`config.mk`:
```
export PLATFORM = sky130hd
export DESIGN_NAME = wtsp_front
export DESIGN_NICKNAME = d
export VERILOG_FILES = /design/src/rtl/world_to_screen_projection_defines.svh /design/src/rtl/wtsp_pkg.sv /design/src/rtl/wtsp_front.sv
export SDC_FILE = /design/constraint.sdc
export NUM_CORES = 1
export LEC_CHECK = 0
export BUFFER_PORTS_ARGS = -buffer_cell sky130_fd_sc_hd__buf_4
export CAP_MARGIN = 20
export CORE_AREA = 5 5 161 240
export DETAILED_ROUTE_END_ITERATION = 12
export DIE_AREA = 0 0 166 245
export PLACE_DENSITY = 0.76
export SYNTH_ARGS = -nofsm -noshare
export SYNTH_HDL_FRONTEND = slang
export SYNTH_SLANG_ARGS = --single-unit
```
`constraint.sdc`:
```
create_clock -name clock -period 7.3 [get_ports clock]
set_input_delay 0.365 -clock clock [delete_from_list [all_inputs] [get_ports clock]]
set_output_delay 0.365 -clock clock [all_outputs]
set_load 0.01 [all_outputs]
```
`src/rtl/world_to_screen_projection_defines.svh`:
```
// ----------------------------------------------------------------------------
// World-to-screen projection assertion macros
// Shared concurrent assertion forms for the projection block.
// ----------------------------------------------------------------------------
`ifndef WORLD_TO_SCREEN_PROJECTION_DEFINES_SVH
`define WORLD_TO_SCREEN_PROJECTION_DEFINES_SVH

// same-cycle implication
`define WTSP_ASSERT_IMP(lbl, clk, rst, ante, cons, msg) \
   lbl: assert property (@(posedge clk) disable iff (rst) (ante) |-> (cons)) \
      else $error(msg);

// next-cycle implication
`define WTSP_ASSERT_NXT(lbl, clk, rst, ante, cons, msg) \
   lbl: assert property (@(posedge clk) disable iff (rst) (ante) |=> (cons)) \
      else $error(msg);

`endif

```
`src/rtl/wtsp_pkg.sv`:
```
// ----------------------------------------------------------------------------
// World-to-screen projection package
// Widths, register indexes and item types shared by the projection modules.
// ----------------------------------------------------------------------------
package wtsp_pkg;

   localparam int DATA_W  = 32;
   localparam int PROD_W  = 2 * DATA_W;
   localparam int C_W     = PROD_W + 3;     // clip value width
   localparam int W_W     = C_W - 1;        // positive clip w width
   localparam int HALF_W  = 13;
   localparam int CSR_W   = 14;
   localparam int Q_BITS  = 18;             // quotient bits kept
   localparam int D_W     = W_W + Q_BITS;   // divider datapath width
   localparam int REQ_W   = 136;
   localparam int RSP_W   = 32;
   localparam int Q_DEPTH = 4;
   localparam int Q_AW    = 2;
   localparam int Q_CW    = 3;

   typedef enum logic [0:0] {
      CSR_WIDTH  = 1'b0,
      CSR_HEIGHT = 1'b1
   } csr_idx_type;

   typedef struct packed {
      logic                     is_point;
      logic [3:0]               idx;
      logic signed [DATA_W-1:0] val;
      logic signed [DATA_W-1:0] x;
      logic signed [DATA_W-1:0] y;
      logic signed [DATA_W-1:0] z;
   } item_type;

   typedef struct packed {
      logic [Q_CW-1:0] count;
      logic            full;
   } fe_stat_type;

   typedef struct packed {
      logic                vld;
      logic signed [C_W-1:0] cx;
      logic signed [C_W-1:0] cy;
      logic signed [C_W-1:0] cw;
   } clip_type;

   typedef struct packed {
      logic              vld;
      logic              vis;
      logic              sx;
      logic              sy;
      logic [HALF_W-1:0] hw;
      logic [HALF_W-1:0] hh;
      logic [D_W-1:0]    rx;
      logic [D_W-1:0]    ry;
      logic [W_W-1:0]    w;
      logic              ovx;
      logic              ovy;
      logic [Q_BITS-1:0] qx;
      logic [Q_BITS-1:0] qy;
   } dv_type;

endpackage

```
`src/rtl/wtsp_front.sv`:
```
// ----------------------------------------------------------------------------
// Projection front end
// Accepts items, classifies matrix loads and points, and queues them.
// ----------------------------------------------------------------------------
module wtsp_front
   import wtsp_pkg::*;
(
   input  logic             clock,
   input  logic             reset,
   input  logic             req_tvalid,
   output logic             req_tready,
   input  logic             req_tuser,
   input  logic [REQ_W-1:0] req_tdata,
   input  logic             pop,
   output item_type         head,
   output logic             head_vld,
   output fe_stat_type      stat
);

   item_type        q_mem [Q_DEPTH];
   logic [Q_AW-1:0] wr_ptr_ff, wr_ptr_in;
   logic [Q_AW-1:0] rd_ptr_ff, rd_ptr_in;
   logic [Q_CW-1:0] cnt_ff, cnt_in;
   logic            push;
   item_type        item;

   always_comb begin
      item.is_point = req_tuser;
      item.idx      = req_tdata[3:0];
      item.val      = req_tdata[35:4];
      item.x        = req_tdata[67:36];
      item.y        = req_tdata[99:68];
      item.z        = req_tdata[131:100];
   end

   assign req_tready = (cnt_ff != Q_CW'(Q_DEPTH));
   assign push       = req_tvalid && req_tready;
   assign head_vld   = (cnt_ff != '0);
   assign head       = q_mem[rd_ptr_ff];
   assign stat.count = cnt_ff;
   assign stat.full  = !req_tready;

   always_comb begin
      wr_ptr_in = push ? wr_ptr_ff + 1'b1 : wr_ptr_ff;
      rd_ptr_in = pop  ? rd_ptr_ff + 1'b1 : rd_ptr_ff;
      cnt_in    = cnt_ff + Q_CW'(push) - Q_CW'(pop);
   end

   always_ff @(posedge clock) begin
      if (reset) begin
         wr_ptr_ff <= '0;
         rd_ptr_ff <= '0;
         cnt_ff    <= '0;
      end else begin
         wr_ptr_ff <= wr_ptr_in;
         rd_ptr_ff <= rd_ptr_in;
         cnt_ff    <= cnt_in;
      end
   end

   always_ff @(posedge clock) begin
      if (push) begin
         q_mem[wr_ptr_ff] <= item;
      end
   end

endmodule

```
==> metrics.txt <==
status=complete, no violations; worst-path cell chain=buf_4 -> mux4_2 -> buf_4; pre-CTS setup slack=4270 ps; CP max FO=69; TritonCTS Buffers=47; Ys Warns=0; post-route DRC violation count=0; number of buffers on the longest clock path=3; largest net degree at the start of global routing=70; worst hold path class=in2reg; Final Non-Filler Cells=1680; Inst Count DP=1485; fmax=0.287 GHz; Crit Path Class=reg2out; Pre-antenna DRT Iters=7; RSZ-0062 raised after global routing=false; Max stage delay cell, worst path=dfxtp_4; setup TNS=0 ps; Hold Path Depth=1; Layout Cell Area excl Fill=0.0248 mm²; Synth Area in Compound Gates=0.000510; Yosys cell types=21; R2R Setup Slk=4380 ps; commonest non-fill, non-tap cell in the layout=edfxtp_1; initial DRC count=702; Syn Std Cell Area=0.0196 mm²; clock period minus worst slack=3490 ps; slew at the pin closest to its max-slew limit=1100 ps; Max stage delay on crit path=1060 ps; IO Count=280; Net Count, Synth=893; min-delay src=req_tdata[58]; multi-input combinational cell area=0.00325 mm²; root buffer cell=clkbuf_16; grt ovf=0; endpoints failing hold=0; static leakage=0.00838 µW; antenna violations before repair=4; height of the die=245 µm; max_slew headroom=0.268; Layout area overhead=26.2%; TritonCTS clock tree=built; clk_skew=16.4 ps; Skew-Pair Late Insertion Delay=540 ps; crit start category=flop; vias in the first global route=10000; Initial Util=0.538; fin nets=1306; die footprint=0.0407 mm²; VDD IR max=0.000327 V; GRT Total Usage=0.185; antenna-violating nets left=0; Placed Area=0.0222 mm²; Final Max Tran Viols=0; post-synthesis mux area share=0.153; Clock H-tree levels=2; post-synthesis sequential area ratio=0.823; power per cell area=294 mW/mm²; filler cell count in the final layout=2216; crit path DAT=3120 ps; largest area contributor in the netlist=edfxtp_1; most used cell, CP=buf_4; Final setup viols=0; Post-Route WL=37700 µm; port bufs=275; Seq cells post-synth=541; CP Capture Type=output port; Post-Synth XOR/XNOR Area=0.00134; top cells by area, synth=edfxtp_1 (81%), mux4_2 (15%), dfxtp_1 (0.92%); clock slew at reported path FFs=60 ps; Hold Crit Endpoint=q_mem[2][86]; Die X=166 µm; Post-Synth Simple-Gate Area=0.00516; core area=0.0365 mm²; number of max-cap violations=0; wire per inst=22.4 µm; Worst Slack Setup Final=3810 ps; vias per cell=5.40; worst reg-to-reg path cell count=6; Avg Synthesized Cell Area=26.3 µm²; Tcrit/Tclk final=0.477; dpl hpwl=21800 µm; share of layout cells above drive strength 1=0.408; first-pass GRT wire length=58100 µm; most frequent cells in the layout=edfxtp_1 (532), buf_4 (287), mux4_2 (133); Post-Syn Instances=745; adder-cell share of the synthesized area=0.00485; CTS Sinks=541; top-area cell type share of the netlist area=0.814; Seq. cell area=0.0162 mm²; CP Data Required Time=6930 ps; combinational family with the most area after synthesis=multiplexers; Crit Reg-Reg Startpoint=cnt_ff[1]; reg-to-reg critical path endpoint=q_mem[3][18]; Routability Congestion=0.715; Post-CTS Setup Bufs=0; num rows=86; via count=9073
[logic make-up after synthesis]
kind of cell | count (synthesis)
adders and majority gates | 7
AOI/OAI and AO/OA | 2
and+or+nand+nor | 20
muxes | 134
xor gates and xnor gates | 3
DFF | 541
buffers and inverters | 38
[critical path, delay by kind of cell (launching register included)]
| family | cells | cell delay, ps |
|---|---|---|
| buf+inv | 2 | 1050 |
| flops | 1 | 1060 |
| mux | 1 | 440 |
[Yosys cell counts, drive strengths merged]
master	number
edfxtp	532
mux4	133
buf	24
dfxtp	9
clkbuf	7
inv	7
nor2	7
ha	6
and2	5
nand2	2
nand2b	2
or3	2
xor2	2
a21oi	1
fa	1
mux2i	1
nor2b	1
nor3	1
o21ai	1
xnor2	1
[what timing repair did]
action / CTS / global route
resized for setup: 0 / 0
hold endpoints to repair: 410 / 0
hold buffers: 108 / 0
[worst max-delay path by stage]
stage / to / slack (ps) / cells past startpoint
5_1_grt: head[46] / 3510 / 3
2_1_floorplan: q_mem[0][0] / 2700 / 5
3_5_place_dp: head[19] / 4270 / 3
3_3_place_gp: head[19] / 4260 / 3
4_1_cts: head[19] / 3670 / 3
6_report: head[112] / 3810 / 3
[power by group]
part / internal (µW) / switching, µW
clock: 1370 / 1010
sequential: 3740 / 94.4
combinational: 550 / 535
total: 5650 / 1640
[metrics by stage]
step | total power (µW) | util | hold WS (ps)
6_report | 7290 | 0.679 | 30.1
5_1_grt | 7590 | 0.679 | 8.53
4_1_cts | 7380 | 0.679 | 0.266
3_5_place_dp | 4950 | 0.609 | 518
3_3_place_gp | 4920 | 0.609 | 500
2_1_floorplan | 4450 | - | 464
[cell type report]
cell class / instances / area share
Sequential cell: 541 / 0.653
Multi-Input combinational cell: 166 / 0.131
Timing Repair Buffer: 395 / 0.131
Clock buffer: 61 / 0.0513
Tap cell: 484 / 0.0245
Clock inverter: 23 / 0.00834
Inverter: 7 / 0.00106
Antenna cell: 3 / 0.000303
[state kept, by name (all words and copies together), names as in the netlist, named ones only]
| name | count |
|---|---|
| cnt_ff | 3 |
| wr_ptr_ff | 2 |
| rd_ptr_ff | 2 |
| q_mem | 532 |
[layer usage]
layer  part of all wire  up-vias  GRT usage  wire (µm)
li1                   -     4020          -          -
met1               0.37     4721      0.222      13800
met2               0.55      271      0.341      20900
met3              0.058       59     0.0425       2200
met4              0.022        2     0.0488        841
met5            0.00034        -          0         13
(Power assumes the default switching activity.)
